--- src/rtl/core/tft_pkg.sv ---
package tft_pkg;

   // shared arithmetic widths
   localparam int ACC_W  = 128;
   localparam int B_W    = 64;
   localparam int STEP_W = 4;
   localparam int QUOT_W = 32;

   localparam int SUBPIXEL_BITS_DEF = 4;

   // stream payload widths
   localparam int REQ_W = 160;
   localparam int RSP_W = 96;

   // byte steps of the multiply-accumulate unit per operand width
   localparam logic [STEP_W-1:0] STEPS_ONE  = 4'd1;
   localparam logic [STEP_W-1:0] STEPS_W16  = 4'd2;
   localparam logic [STEP_W-1:0] STEPS_EDGE = 4'd3;
   localparam logic [STEP_W-1:0] STEPS_W32  = 4'd4;
   localparam logic [STEP_W-1:0] STEPS_W64  = 4'd8;

   localparam logic OPC_LOAD = 1'b0;
   localparam logic OPC_TEST = 1'b1;

   localparam logic [1:0] STATUS_NOCOVER = 2'd0;
   localparam logic [1:0] STATUS_CULLED  = 2'd1;
   localparam logic [1:0] STATUS_DEPTH   = 2'd2;
   localparam logic [1:0] STATUS_WRITE   = 2'd3;

   localparam logic [1:0] CSR_VIEWPORT_WIDTH  = 2'd0;
   localparam logic [1:0] CSR_VIEWPORT_HEIGHT = 2'd1;
   localparam logic [1:0] CSR_TEXTURE_WIDTH   = 2'd2;
   localparam logic [1:0] CSR_TEXTURE_HEIGHT  = 2'd3;

   typedef struct packed {
      logic              start;
      logic              clear;
      logic [STEP_W-1:0] steps;
   } mac_cmd_type;

   typedef struct packed {
      logic start;
      logic half;
   } div_cmd_type;

endpackage

--- src/rtl/core/tft_mac.sv ---
module tft_mac (
   input  logic                      clock,
   input  logic                      reset,
   input  tft_pkg::mac_cmd_type      cmd,
   input  logic [tft_pkg::ACC_W-1:0] a,
   input  logic [tft_pkg::B_W-1:0]   b,
   output logic                      busy,
   output logic [tft_pkg::ACC_W-1:0] acc
);
   import tft_pkg::*;

   logic [ACC_W-1:0]  acc_ff;
   logic [ACC_W-1:0]  a_ff;
   logic [B_W-1:0]    b_ff;
   logic [STEP_W-1:0] cnt_ff;
   logic [ACC_W-1:0]  prod;

   // one byte of the multiplier per cycle
   assign prod = a_ff * ACC_W'(b_ff[7:0]);

   always_ff @(posedge clock) begin
      if (reset) begin
         cnt_ff <= '0;
      end else if (cmd.start) begin
         cnt_ff <= cmd.steps;
      end else if (cnt_ff != '0) begin
         cnt_ff <= cnt_ff - 1'b1;
      end
      if (cmd.start) begin
         a_ff <= a;
         b_ff <= b;
         if (cmd.clear) begin
            acc_ff <= '0;
         end
      end else if (cnt_ff != '0) begin
         acc_ff <= acc_ff + prod;
         a_ff   <= a_ff << 8;
         b_ff   <= b_ff >> 8;
      end
   end

   assign busy = (cnt_ff != '0);
   assign acc  = acc_ff;

endmodule

--- config.mk ---
export PLATFORM = sky130hd
export DESIGN_NAME = tft_mac
export DESIGN_NICKNAME = d
export VERILOG_FILES = /design/src/rtl/core/tft_pkg.sv /design/src/rtl/core/tft_mac.sv
export SDC_FILE = /design/constraint.sdc
export NUM_CORES = 2
export LEC_CHECK = 0
export ABC_AREA = 1
export BUFFER_PORTS_ARGS = -buffer_cell sky130_fd_sc_hd__buf_2
export CAP_MARGIN = 20
export CORE_UTILIZATION = 35
export CTS_BUF_LIST = sky130_fd_sc_hd__clkbuf_8 sky130_fd_sc_hd__clkbuf_16
export DETAILED_ROUTE_END_ITERATION = 7
export GPL_TIMING_DRIVEN = 1
export MAX_ROUTING_LAYER = met4
export PLACE_DENSITY = 0.64
export REMOVE_ABC_BUFFERS = 1
export SETUP_SLACK_MARGIN = 0.5
export SYNTH_ARGS = -nofsm -noshare
export SYNTH_HDL_FRONTEND = slang
export SYNTH_SLANG_ARGS = --single-unit
export TNS_END_PERCENT = 1
--- constraint.sdc ---
create_clock -name clock -period 8 [get_ports clock]
set_input_delay 1.6 -clock clock [delete_from_list [all_inputs] [get_ports clock]]
set_output_delay 1.6 -clock clock [all_outputs]
set_load 0.02 [all_outputs]
======== Word-level counts from Yosys, hierarchy flattened ========
Index checks and enable logic that the tools add are counted.
operators by class
  add/sub/neg operators ................... 2
  equality and inequality tests ........... 1
  $mul .................................... 1
  mux-type cells .......................... 9
  reduce and logical (&&, ||, !) cells .... 3
operators with widths
  cell                                                                 count
  128-bit two-way mux                                                  5
  128-bit adder                                                        1
  128-bit by 8-bit multiplier with 128-bit output                      1
  64-bit two-way mux                                                   2
  4-bit two-way mux                                                    2
  4-bit nonzero test                                                   1
  4-bit by 1-bit subtractor with 4-bit output (second input constant)  1
  2-bit != test (second input constant)                                1
  2-bit AND reduction                                                  1
  2-bit nonzero test                                                   1
word-level totals
  output and inout bits ................... 129
  flip-flop bits (word level) ............. 324
  input bits .............................. 200
  logic and storage cells ................. 20

======== Depth between registers and ports, before layout ========
  depth in word-level cells ............... 4
  mapped depth ............................ 29
  mapped depth without buffers ............ 27

======== Least setup slack after synthesis ========
Ideal clock, no wire load.
  path type ............................... input to register
  from .................................... in cmd[5] (netlist name)
  to ...................................... reg acc_ff[0] (netlist: acc[0]) (enable)
  buffers on the path ..................... 1
  library setup time ...................... 0.617 ns
  data arrival time ....................... 7.325 ns
  stages on the path ...................... 4
  data required time ...................... 7.383 ns
  path slack .............................. 0.058 ns
  cells stage by stage .................... inv_2 clkbuf_1 nor2_1 nor2_1
between the ends
  word-level cells in the longest chain between the ends .. 2
  elaborated cells between the ends (all ways) .. 3
  classes of those cells .................. 1 x eq/ne; 2 x reduce/logical
ends and longest elaborated chain
  what                                                                  RTL line       text
  from (decl)                                                           tft_mac.sv:4   input tft_pkg::mac_cmd_type cmd,
  2-bit != test (no source line) or 2-bit nonzero test (tied branches)  -
  2-bit AND reduction (no source line) *                                -
  to (signal assigned)                                                  tft_mac.sv:36  acc_ff <= acc_ff + prod;
  to (decl)                                                             tft_mac.sv:12  logic [ACC_W-1:0] acc_ff;
Every way passes the cells marked *; elsewhere a longest branch is shown, timed or not.
A chain may end at the register's enable or synchronous reset.

======== Worst setup path in the final report ========
  from .................................... reg b_ff[6]
  to ...................................... reg acc_ff[76] (netlist: acc[76]), data pin
between the ends
  word-level cells in the longest chain between the ends .. 4
ends and longest elaborated chain
  what                                             RTL line       text
  from (decl)                                      tft_mac.sv:14  logic [B_W-1:0] b_ff;
  from (signal assigned)                           tft_mac.sv:38  b_ff <= b_ff >> 8;
  128-bit by 8-bit multiplier with 128-bit output  tft_mac.sv:19  assign prod = a_ff * ACC_W'(b_ff[7:0]);
  128-bit adder                                    tft_mac.sv:36
  128-bit two-way mux                              tft_mac.sv:35  end else if (cnt_ff != '0) begin
  128-bit two-way mux                              tft_mac.sv:29  if (cmd.start) begin
No other way between the ends. The select of a mux whose other input is x is not followed.

==> results.md <==
* Top routing layer used: met4
* DR DRC count at 0
* Cts bufs inserted at 50
* Clk buf depth at 3
* Relative max-transition margin at between 30% and 40%
* Max Freq at between 150 and 200 MHz
* Mean post-synth cell area at between 6 and 7 sq um
* CP endpoint kind: register
* Sum Neg Setup Slack at 0 ps
* Most frequent cell after synthesis: nand2_1
* Initial Util at between 30% and 40%
* Area grow syn2layout at 9.293%
* HPWL Detailed at around 150 mm
* Final worst path period share at 79.10%
* Synth warnings at 0
* Setup Crit Path Kind: register to register
* CORE AREA at about 150000 sq um
* Primary FF master, synth: edfxtp_1
* Rows at 144
* Post-synth EDFFs at 320
* Most area-hungry cell type in the Yosys netlist: fa_1
* Layout cell share with drive strength beyond 1 at 7.396%
* CTS tree: yes
* Yosys reg bits at 324
* Met1 wire length at between 80 and 90 mm
* Share of synthesized registers carrying an async set or reset at 0%
* CP Buf/Inv Count at 6
* Max H-tree Level at 2
* Initial antenna violation count at 4
* WP data required at 8410 ps
* Drt via density at 4.583
* Die Area at between 150000 and 200000 sq um
* Total gr overflow at 0
* Hold crit path type: register to register
* Final Max Tran Viols at 0
* Final Hold Viols at 0
* Max-cap check violation count at 0
* Synthesized instance count at ~7900
* Critical-path top delay cell: edfxtp_1
* Port buffer count at roughly 330
* Die extent in x at approximately 400 um
* Critical path fanouts, max at 21
* Final setup vio count at 0
* Delay-heaviest family, CP: adder cells
* Crit-path cells: buf_4 > buf_4 > nand2_1 > inv_1 > fa_1 > fa_1 > fa_1 > inv_1 > fa_1 > inv_1 > ha_1 > nand2_1 > inv_1 > nand2_1 > nand2_1 > nand2_1 > nand2_1 > a21oi_1 > nand3_2 > a21oi_1 > nand2_1 > nand2_1 > nor2_1
* Vias in the first global route at about 48000
* FILL cells at about 17000
* Routed wl met3 at 10.70 mm
* Post-CTS setup buffers at 0
* Final wirelength at between 150 and 200 mm
* CTS resizes at 0
* Hold_ws at 508.4 ps
* First-pass GRT wire length at about 290 mm
* TritonRoute pass-1 iters at 7
* Vias at roughly 46000
* Fin crit period at 6328 ps
* Top cells by count, synth: nand2_1 (2928), inv_1 (2484), fa_1 (858)
* Routability cong. at 1.023
* Largest net degree at the start of global routing at about 140
* Clk_lat worst skew at about 670 ps
* Worst-path clk slew at around 60 ps
* Met2 WL at 87.88 mm
* Cell area after synthesis at around 55000 sq um
* CTS hold repair buffers at 0
* Worst setup SP type: register
* CTS Sinks at between 300 and 400
* Crit-path max cell delay at approximately 880 ps
* Detail Route Antenna Nets at 0
* Mean routed wirelength per cell at between 15 and 20 um
* Post-synthesis sequential area ratio at 17.71%
* All-layer global routing usage at approximately a quarter
* Die Y at 397.4 um
* # IOs at about 330
* # nets final at a little over 9000
* DRT iter0 DRCs at about 3600
* Unrepaired setup endpoints after global routing: false
* Slew at the pin closest to its max-slew limit at 936.2 ps
* CTS root buf: clkbuf_16
* Top post-synthesis cells by area: fa_1 (31%), nand2_1 (20%), edfxtp_1 (18%)
* CP most frequent cell: nand2_1
* Worst Clk Skew at 37.18 ps
* Netlist cell types at 34
* CP arrival at between 6000 and 7000 ps
* Yosys top cell area share at about a third
* Outcome: finished clean
-- layer usage --
layer  GRT usage, %  vias to the layer above
met5              -                        -
met4          8.290                        0
met3          2.740                      275
met2          39.88                     1426
met1          32.88                    22470
li1               -                    22330
-- area by class of cell --
cell class	instances	area [sq um]	share of cell area, %
multi-input combinational	4823	34550	57.78
sequential	324	9689	16.20
inverter	2501	9403	15.72
clock inverter	41	296.5	0.4959
antenna	3	7.507	0.01255
timing repair buffer	359	2021	3.379
clock buffer	51	1276	2.134
tap	2044	2557	4.277
-- state kept, by name (all words and copies together), names as in the netlist --
register,cells
a_ff,128
acc,128
b_ff,64
cnt_ff,4
-- cells in the final DEF, fill, tap and decap left out, types with 14 or more instances in the layout --
master and instances:
a21oi_1 188, buf_2 327, buf_4 20, clkbuf_16 51
edfxtp_1 320, fa_1 858, ha_1 139, inv_1 2494
inv_2 16, nand2_1 2928, nand2_2 39, nand3_1 89
nand3_2 25, nand4_1 15, nor2_1 309, nor2_2 67
nor3_1 15, o21ai_0 72, o21bai_1 14
-- final timing paths --
check / startpoint / endpoint / slack, ps / depth (start not counted)
hold reg to reg: b_ff[9] / b_ff[1] / 510 / 2
setup / recovery: b_ff[6] / acc[76] / 1670 / 23
hold / removal: b_ff[9] / b_ff[1] / 510 / 2
setup reg to reg: b_ff[6] / acc[76] / 1670 / 23
-- stage by stage --
| step | std cells | setup slack [ps] | utilization, % | area, sq um |
|---|---|---|---|---|
| 5_1_grt | 10150 | 1361 | 38.68 | 59800 |
| 3_5_place_dp | 10050 | 1759 | 37.66 | 58220 |
| 6_report | 10150 | 1672 | 38.68 | 59800 |
| 3_3_place_gp | 10050 | 1768 | 37.66 | 58220 |
| 2_1_floorplan | 7648 | -1784 | - | 53620 |
| 4_1_cts | 10140 | 1692 | 38.68 | 59790 |
-- worst register-to-register path, cell delays in order, from the launching register on --
cell	delay, ps
edfxtp_1	880
buf_4	360
buf_4	280
nand2_1	90
inv_1	90
fa_1	450
fa_1	500
fa_1	520
inv_1	50
fa_1	480
inv_1	50
ha_1	320
nand2_1	170
inv_1	50
nand2_1	60
nand2_1	70
nand2_1	70
nand2_1	160
a21oi_1	400
nand3_2	350
a21oi_1	460
nand2_1	90
nand2_1	70
nor2_1	40
-- cell families after synthesis --
family	count (synthesis)	synth area share [%]
XOR/XNOR	11	0.1761
AND/OR/NAND/NOR	3531	25.68
adder cells (fa/ha/maj)	997	34.57
flip-flops	324	17.71
buffers and inverters	2789	19.16
AO/OA/AOI/OAI	284	2.710
Power is not shown: default switching activity piles up to over one toggle a cycle in this logic, so the estimate is an artifact.
