$ cat src/rtl/core/tft_pkg.sv
package tft_pkg;

   // shared arithmetic widths
   localparam int ACC_W  = 128;
   localparam int B_W    = 64;
   localparam int STEP_W = 4;
   localparam int QUOT_W = 32;

   localparam int SUBPIXEL_BITS_DEF = 4;

   // stream payload widths
   localparam int REQ_W = 160;
   localparam int RSP_W = 96;

   // byte steps of the multiply-accumulate unit per operand width
   localparam logic [STEP_W-1:0] STEPS_ONE  = 4'd1;
   localparam logic [STEP_W-1:0] STEPS_W16  = 4'd2;
   localparam logic [STEP_W-1:0] STEPS_EDGE = 4'd3;
   localparam logic [STEP_W-1:0] STEPS_W32  = 4'd4;
   localparam logic [STEP_W-1:0] STEPS_W64  = 4'd8;

   localparam logic OPC_LOAD = 1'b0;
   localparam logic OPC_TEST = 1'b1;

   localparam logic [1:0] STATUS_NOCOVER = 2'd0;
   localparam logic [1:0] STATUS_CULLED  = 2'd1;
   localparam logic [1:0] STATUS_DEPTH   = 2'd2;
   localparam logic [1:0] STATUS_WRITE   = 2'd3;

   localparam logic [1:0] CSR_VIEWPORT_WIDTH  = 2'd0;
   localparam logic [1:0] CSR_VIEWPORT_HEIGHT = 2'd1;
   localparam logic [1:0] CSR_TEXTURE_WIDTH   = 2'd2;
   localparam logic [1:0] CSR_TEXTURE_HEIGHT  = 2'd3;

   typedef struct packed {
      logic              start;
      logic              clear;
      logic [STEP_W-1:0] steps;
   } mac_cmd_type;

   typedef struct packed {
      logic start;
      logic half;
   } div_cmd_type;

endpackage

$ cat src/rtl/core/tft_div.sv
module tft_div #(
   parameter int D_W = 105
) (
   input  logic                              clock,
   input  logic                              reset,
   input  tft_pkg::div_cmd_type              cmd,
   input  logic [D_W+tft_pkg::QUOT_W-1:0]    num,
   input  logic [D_W-1:0]                    den,
   output logic                              busy,
   output logic [tft_pkg::QUOT_W-1:0]        quot
);
   import tft_pkg::*;

   localparam int HALF_W = QUOT_W / 2;
   localparam int CNT_W  = $clog2(QUOT_W + 1);

   logic [D_W-1:0]    rem_ff;
   logic [D_W-1:0]    den_ff;
   logic [QUOT_W-1:0] q_ff;
   logic [CNT_W-1:0]  cnt_ff;
   logic              zero_ff;
   logic [D_W:0]      trial;
   logic [D_W:0]      diff;
   logic              ge;

   // restoring step; the quotient is known to fit, so the remainder starts below the divisor
   assign trial = {rem_ff, q_ff[QUOT_W-1]};
   assign diff  = trial - {1'b0, den_ff};
   assign ge    = (trial >= {1'b0, den_ff});

   always_ff @(posedge clock) begin
      if (reset) begin
         cnt_ff <= '0;
      end else if (cmd.start) begin
         cnt_ff <= cmd.half ? CNT_W'(HALF_W) : CNT_W'(QUOT_W);
      end else if (cnt_ff != '0) begin
         cnt_ff <= cnt_ff - 1'b1;
      end
      if (cmd.start) begin
         den_ff  <= den;
         zero_ff <= (den == '0);
         if (cmd.half) begin
            rem_ff <= num[D_W+HALF_W-1:HALF_W];
            q_ff   <= {num[HALF_W-1:0], {HALF_W{1'b0}}};
         end else begin
            rem_ff <= num[D_W+QUOT_W-1:QUOT_W];
            q_ff   <= num[QUOT_W-1:0];
         end
      end else if (cnt_ff != '0) begin
         rem_ff <= ge ? diff[D_W-1:0] : trial[D_W-1:0];
         q_ff   <= {q_ff[QUOT_W-2:0], ge};
      end
   end

   assign busy = (cnt_ff != '0);
   assign quot = zero_ff ? '0 : q_ff;

endmodule

$ cat config.mk
export PLATFORM = sky130hd
export DESIGN_NAME = tft_div
export DESIGN_NICKNAME = d
export VERILOG_FILES = /design/src/rtl/core/tft_pkg.sv /design/src/rtl/core/tft_div.sv
export SDC_FILE = /design/constraint.sdc
export NUM_CORES = 1
export LEC_CHECK = 0
export ABC_AREA = 1
export ABC_CLOCK_PERIOD_IN_PS = 5600
export CELL_PAD_IN_SITES_DETAIL_PLACEMENT = 0
export CELL_PAD_IN_SITES_GLOBAL_PLACEMENT = 1
export CORE_MARGIN = 4
export CORE_UTILIZATION = 35
export DETAILED_ROUTE_END_ITERATION = 10
export DONT_BUFFER_PORTS = 1
export PLACE_DENSITY_LB_ADDON = 0.1
export SLEW_MARGIN = 20
export SYNTH_ARGS = -nofsm -noshare
export SYNTH_HDL_FRONTEND = slang
export SYNTH_SLANG_ARGS = --single-unit
$ cat constraint.sdc
create_clock -name clock -period 5.6 [get_ports clock]
set_clock_uncertainty 0.2 [all_clocks]
set_input_delay 0 -clock clock [delete_from_list [all_inputs] [get_ports clock]]
set_output_delay 0 -clock clock [all_outputs]
set_load 0.03 [all_outputs]
== Word-level counts from Yosys, hierarchy flattened ==
Cells that the tools add are included.

* Flip-flop bits (word level): 249
* Output and inout port bits: 33

* $add $sub $neg: 2
* $lt $le $gt $ge: 1
* Muxes and demuxes: 11
* Reductions and logical operators: 3

{| class="wikitable"
|+ Operators by type and width
! operator !! count
|-
| 2-to-1 mux 105 bit || 4
|-
| 2-to-1 mux 32 bit || 4
|-
| greater-or-equal comparator 106 x 105 -> 1 bit || 1
|-
| logical NOT 105 bit || 1
|-
| subtractor 105 bit || 1
|-
| 2-to-1 mux 6 bit || 3
|-
| nonzero test 6 bit || 1
|-
| subtractor 6 x 1 -> 6 bit (second input constant) || 1
|-
| nonzero test 2 bit || 1
|}

== Depth between registers and ports, before layout ==
* Depth in word-level cells: 4
* Mapped depth: 19
* Mapped depth without buffers: 19

== Worst setup path after synthesis ==
Ideal clock, no wire load.

* Path kind: register to register
* Start: register cnt_ff[0]
* End: register q_ff[0] (enable)
* Library setup time: 1.173 ns
* Data arrival time: 3.308 ns
* Data required time: 4.227 ns
* Setup slack: 0.919 ns
* Stages on the path, launching flop included: 6
* Path buffers: 0
* Period minus slack after synthesis: 4.681 ns
* Cell sequence: dfxtp_1 inv_1 ha_1 nand2_1 nor3_1 nand2_1

* Longest elaborated chain between the ends: 2

{| class="wikitable"
|+ RTL lines
! what !! line !! text
|-
| start, declared || tft_div.sv:20 || <nowiki>logic [CNT_W-1:0] cnt_ff;</nowiki>
|-
| start signal, assigned || tft_div.sv:35 || <nowiki>cnt_ff <= cmd.half ? CNT_W'(HALF_W) : CNT_W'(QUOT_W);</nowiki>
|-
| start signal, assigned || tft_div.sv:37 || <nowiki>cnt_ff <= cnt_ff - 1'b1;</nowiki>
|-
| nonzero test 6 bit || tft_div.sv:49 || <nowiki>end else if (cnt_ff != '0) begin</nowiki>
|-
| nonzero test 2 bit (no source line) || n/a ||
|-
| end signal, assigned || tft_div.sv:44 || <nowiki>q_ff <= {num[HALF_W-1:0], {HALF_W{1'b0}}};</nowiki>
|-
| end signal, assigned || tft_div.sv:47 || <nowiki>q_ff <= num[QUOT_W-1:0];</nowiki>
|-
| end signal, assigned || tft_div.sv:51 || <nowiki>q_ff <= {q_ff[QUOT_W-2:0], ge};</nowiki>
|-
| end, declared || tft_div.sv:19 || <nowiki>logic [QUOT_W-1:0] q_ff;</nowiki>
|}

No other way between the ends.
A chain may end at the register's enable or synchronous reset.

== Final worst setup path ==
* Start: register rem_ff[78]
* End: register rem_ff[82] (data pin)

* Longest elaborated chain between the ends: 4
* Elaborated cells between the ends (all ways): 5

{| class="wikitable"
|+ RTL lines
! what !! line !! text
|-
| start, declared || tft_div.sv:17 || <nowiki>logic [D_W-1:0] rem_ff;</nowiki>
|-
| start signal, assigned || tft_div.sv:43 || <nowiki>rem_ff <= num[D_W+HALF_W-1:HALF_W];</nowiki>
|-
| start signal, assigned || tft_div.sv:46 || <nowiki>rem_ff <= num[D_W+QUOT_W-1:QUOT_W];</nowiki>
|-
| start signal, assigned || tft_div.sv:50 || <nowiki>rem_ff <= ge ? diff[D_W-1:0] : trial[D_W-1:0];</nowiki>
|-
| subtractor 105 bit or greater-or-equal comparator 106 x 105 -> 1 bit (tied branches) || tft_div.sv:28, tft_div.sv:29 ||
|-
| 2-to-1 mux 105 bit (*) || tft_div.sv:50 ||
|-
| 2-to-1 mux 105 bit (*) || tft_div.sv:49 ||
|-
| 2-to-1 mux 105 bit (*) || tft_div.sv:39 || <nowiki>if (cmd.start) begin</nowiki>
|}

Every way passes the cells marked *; elsewhere a longest branch is shown, timed or not. The select of a mux whose other input is x is not followed.

==> impl_metrics.prom <==
# TYPE chip_impl_metric gauge
chip_impl_info{name="run_status",value="finished, final reports clean"} 1
chip_impl_metric{name="finalWirelength",unit="mm"} 114
chip_impl_metric{name="adder_and_majority_gate_portion_of_the_synthesized_area",unit=""} 0.0584
chip_impl_metric{name="initial_utilization",unit=""} 0.356
chip_impl_info{name="critPathCaptureType",value="register"} 1
chip_impl_metric{name="worst_setup_hold_path_clk_slew",unit="ns"} 0.06
chip_impl_metric{name="final_util",unit=""} 0.458
chip_impl_metric{name="crit_path_max_incr_delay",unit="ns"} 0.55
chip_impl_metric{name="yosys_reg_bits",unit=""} 249
chip_impl_info{name="dominantRegCellSynth",value="sky130_fd_sc_hd__edfxtp_1"} 1
chip_impl_info{name="clock-root-buffer",value="sky130_fd_sc_hd__clkbuf_16"} 1
chip_impl_info{name="min-delay-path-class",value="in -> reg"} 1
chip_impl_metric{name="die_width",unit="um"} 265
chip_impl_metric{name="placementRows",unit=""} 93
chip_impl_metric{name="total_leakage_power",unit="nW"} 15.4
chip_impl_metric{name="placed_instances",unit=""} 4475
chip_impl_metric{name="synthSimpleGateAreaFrac",unit=""} 0.375
chip_impl_metric{name="cellPowerDensity",unit="mW/mm^2"} 505
chip_impl_metric{name="fmax",unit="MHz"} 227
chip_impl_metric{name="timing.max_cap.violations",unit=""} 0
chip_impl_metric{name="post_synth_inst_count",unit=""} 3690
chip_impl_info{name="start_kind",value="register"} 1
chip_impl_metric{name="crit_required",unit="ns"} 5.77
chip_impl_metric{name="synth_edf_count",unit=""} 243
chip_impl_metric{name="clkSinkCount",unit=""} 249
chip_impl_metric{name="ir_worst_vdd",unit="V"} 0.000293
chip_impl_info{name="critical-path-top-delay-family",value="simple AND/OR/NAND/NOR gates"} 1
chip_impl_metric{name="post-route-period-util",unit=""} 0.786
chip_impl_metric{name="nets",unit=""} 4488
chip_impl_metric{name="fraction_of_the_mapped_netlist_area_in_compound_gates",unit=""} 0.0677
chip_impl_metric{name="route.vias.total",unit=""} 25400
chip_impl_metric{name="numCtsBuffers",unit=""} 31
chip_impl_info{name="cts_tree",value="yes"} 1
chip_impl_metric{name="ys_types",unit=""} 38
chip_impl_metric{name="avgRoutedWirePerCell",unit="um"} 22.7
chip_impl_metric{name="fp.dieH",unit="um"} 265
chip_impl_metric{name="report.final.setup_viol",unit=""} 0
chip_impl_metric{name="report.final.slew_viol_count",unit=""} 0
chip_impl_metric{name="place.gp.congestion",unit=""} 1.03
chip_impl_metric{name="worstMarginPinSlew",unit="ns"} 1.04
chip_impl_metric{name="h-tree-depth",unit=""} 1
chip_impl_metric{name="whs",unit="ns"} 0.0169
chip_impl_metric{name="dieArea",unit="mm^2"} 0.0700
chip_impl_metric{name="layout-drive-gt1-share",unit=""} 0.0212
chip_impl_metric{name="total_routing_usage_reported_by_global_routing",unit=""} 0.313
chip_impl_metric{name="drtIter0Drc",unit=""} 2326
chip_impl_metric{name="design.core.area",unit="mm^2"} 0.0648
chip_impl_info{name="crit_slowest_cell",value="sky130_fd_sc_hd__dlygate4sd3_1"} 1
chip_impl_metric{name="worstPathBufferInverterCount",unit=""} 2
chip_impl_metric{name="io_pins",unit=""} 279
chip_impl_info{name="critical-path-top-cell-by-count",value="sky130_fd_sc_hd__nand2_1"} 1
chip_impl_metric{name="yosysWarnings",unit=""} 0
chip_impl_metric{name="cp_max_fo",unit=""} 42
chip_impl_metric{name="post_cts.repair.setup_buffers",unit=""} 0
chip_impl_metric{name="fin_cells",unit=""} 5011
chip_impl_metric{name="portBuffers",unit=""} 0
chip_impl_metric{name="post_synth.cell_area_avg",unit="um^2"} 6.24
chip_impl_metric{name="dpl_wire_length",unit="mm"} 90.3
chip_impl_metric{name="relSlewSlack",unit=""} 0.309
chip_impl_metric{name="synth.net_count",unit=""} 4043
chip_impl_metric{name="worstSkewPairLatency",unit="ns"} 0.62
chip_impl_info{name="dominant_combinational_cell_family_by_area_after_synthesis",value="simple AND/OR/NAND/NOR gates"} 1
chip_impl_info{name="cp_cell_sequence",value="ha_1, nand2_1, nor2_1, nand2_1, nor2_1, nand2_1, nor3_2, nand4_1, nand3_4, buf_4, nand3_1, nand2_1, nand2_1, dlygate4sd3_1"} 1
chip_impl_metric{name="netlist_area_before_placement",unit="mm^2"} 0.0230
chip_impl_metric{name="async_reset_ff_frac",unit=""} 0
chip_impl_metric{name="cp.arrival",unit="ns"} 4.57
chip_impl_metric{name="fin_crit",unit="ns"} 4.40
chip_impl_metric{name="yosysSeqAreaShare",unit=""} 0.322
chip_impl_metric{name="grt_max_degree",unit=""} 141
chip_impl_metric{name="synth.area.mux_share",unit=""} 0
chip_impl_metric{name="antenna_violations_before_repair",unit=""} 2
chip_impl_metric{name="number_of_buffers_between_clock_root_and_the_deepest_sink",unit=""} 3
chip_impl_metric{name="post_synth_xor_area_fraction",unit=""} 0.0217
chip_impl_metric{name="timing.setup.tns",unit="ns"} 0
chip_impl_metric{name="first_global_vias",unit=""} 25500
chip_impl_metric{name="firstDrtPassIters",unit=""} 6
chip_impl_metric{name="route.detailed.drc",unit=""} 0
chip_impl_metric{name="hold_viol_final",unit=""} 0
chip_impl_info{name="critical_path_start_end_classification",value="reg -> reg"} 1
chip_impl_metric{name="via_to_cell_ratio",unit=""} 5.07
chip_impl_metric{name="flow.area_growth_from_synthesis",unit="%"} 28.8
chip_impl_metric{name="grt_first_pass_wirelength",unit="mm"} 166
chip_impl_metric{name="final_antenna_net_count",unit=""} 0
chip_impl_metric{name="grt.overflow.total",unit=""} 0
chip_impl_info{name="grt_setup_unrepaired",value="no"} 1
==> synthesized netlist by cell type, drive strengths merged (4+ instances only) <==
master / number / area [um^2]
nor4: 31 / 194
dfxtp: 6 / 120
buf: 32 / 196
o22ai: 15 / 93.8
o221ai: 16 / 140
nand2: 1422 / 5340
nor2: 294 / 1120
inv: 850 / 3190
nand3b: 8 / 60.1
a21oi: 77 / 389
and2: 7 / 43.8
nand4: 108 / 676
xnor2: 53 / 464
o21ai: 13 / 65.1
nor3: 27 / 140
a22oi: 105 / 788
edfxtp: 243 / 7300
nand3: 205 / 1040
ha: 106 / 1330
or2: 4 / 25.0
clkbuf: 51 / 191
xor2: 4 / 35.0
==> path summary, 6_finish.rpt <==
kind                            slack [ns]         end  depth (start not counted)       start
worst max register to register        1.20  rem_ff[82]                         14  rem_ff[78]
worst min register to register        0.30   cnt_ff[1]                          2   cnt_ff[1]
worst min-delay path                  0.02  rem_ff[87]                          4      cmd[0]
worst max-delay path                  1.20  rem_ff[82]                         14  rem_ff[78]
==> routing by layer <==
layer,part of all wire,wire length (um),GRT usage
met1,0.43,49300,0.409
met2,0.48,55000,0.552
met3,0.056,6420,0.0461
met4,0.025,2890,0.0667
met5,0.00011,13,0
==> sequential cells by signal (all words and copies together), names as in the netlist <==
register	cells
q_ff	32
zero_ff	1
rem_ff	105
den_ff	105
cnt_ff	6
==> report_power, final <==
part,leakage [nW],internal (W),switching [W]
Sequential,2.53,0.00287,0.000320
Clock,0.468,0.00109,0.000840
Combinational,12.4,0.00315,0.00673
Total,15.4,0.00710,0.00789
==> through the flow <==
step                      instance area, um^2  total power [W]  worst slack, ns
after global placement                  23900           0.0123             1.74
after floorplan                         23000          0.00941            0.919
after CTS                               29600           0.0149             1.24
after detailed placement                23900           0.0124             1.77
final                                   29700           0.0150             1.20
after global routing                    29700           0.0162            0.942
==> layout make-up <==
cell class / instances / area [um^2]
Clock inverter: 9 / 63.8
Tap cell: 855 / 1070
Timing Repair Buffer: 495 / 4960
Clock buffer: 43 / 881
Sequential cell: 249 / 7420
Antenna cell: 2 / 5.00
Multi-Input combinational cell: 2508 / 12100
Inverter: 850 / 3190
Fill cell: 6893 / 35100
==> worst min-delay path, delay by kind of cell <==
| family | cells | cell delay (ns) |
|---|---|---|
| AO/OA/AOI/OAI | 1 | 0.26 |
| buffers and inverters | 1 | 0.28 |
| AND/OR/NAND/NOR | 2 | 0.09 |
==> repair_timing <==
item,4_1_cts,5_1_grt
endpoints found under the hold margin,355,0
hold buffers,481,0
resized for setup,0,0
==> logic make-up (layout without fill, tap and decap cells) <==
group / Yosys count / count (layout)
AOI/OAI and AO/OA: 237 / 237
DFF: 249 / 249
adders and majority gates: 107 / 107
buffers and inverters: 933 / 1397
xor gates and xnor gates: 57 / 57
other: 0 / 2
and+or+nand+nor: 2107 / 2107
==> layout by cell type (no fill, tap or decap), drive strengths merged, types with 13 or more instances in the layout <==
cell / synthesis / routed
o221ai: 16 / 16
o22ai: 15 / 15
o21ai: 13 / 13
nor4: 31 / 31
nand3: 205 / 205
ha: 106 / 106
inv: 850 / 851
nand4: 108 / 108
clkbuf: 51 / 43
nand2: 1422 / 1422
xnor2: 53 / 53
nor3: 27 / 27
edfxtp: 243 / 243
nor2: 294 / 294
a22oi: 105 / 105
a21oi: 77 / 77
buf: 32 / 15
dlygate4sd3: 0 / 480
(Power assumes the default switching activity.)
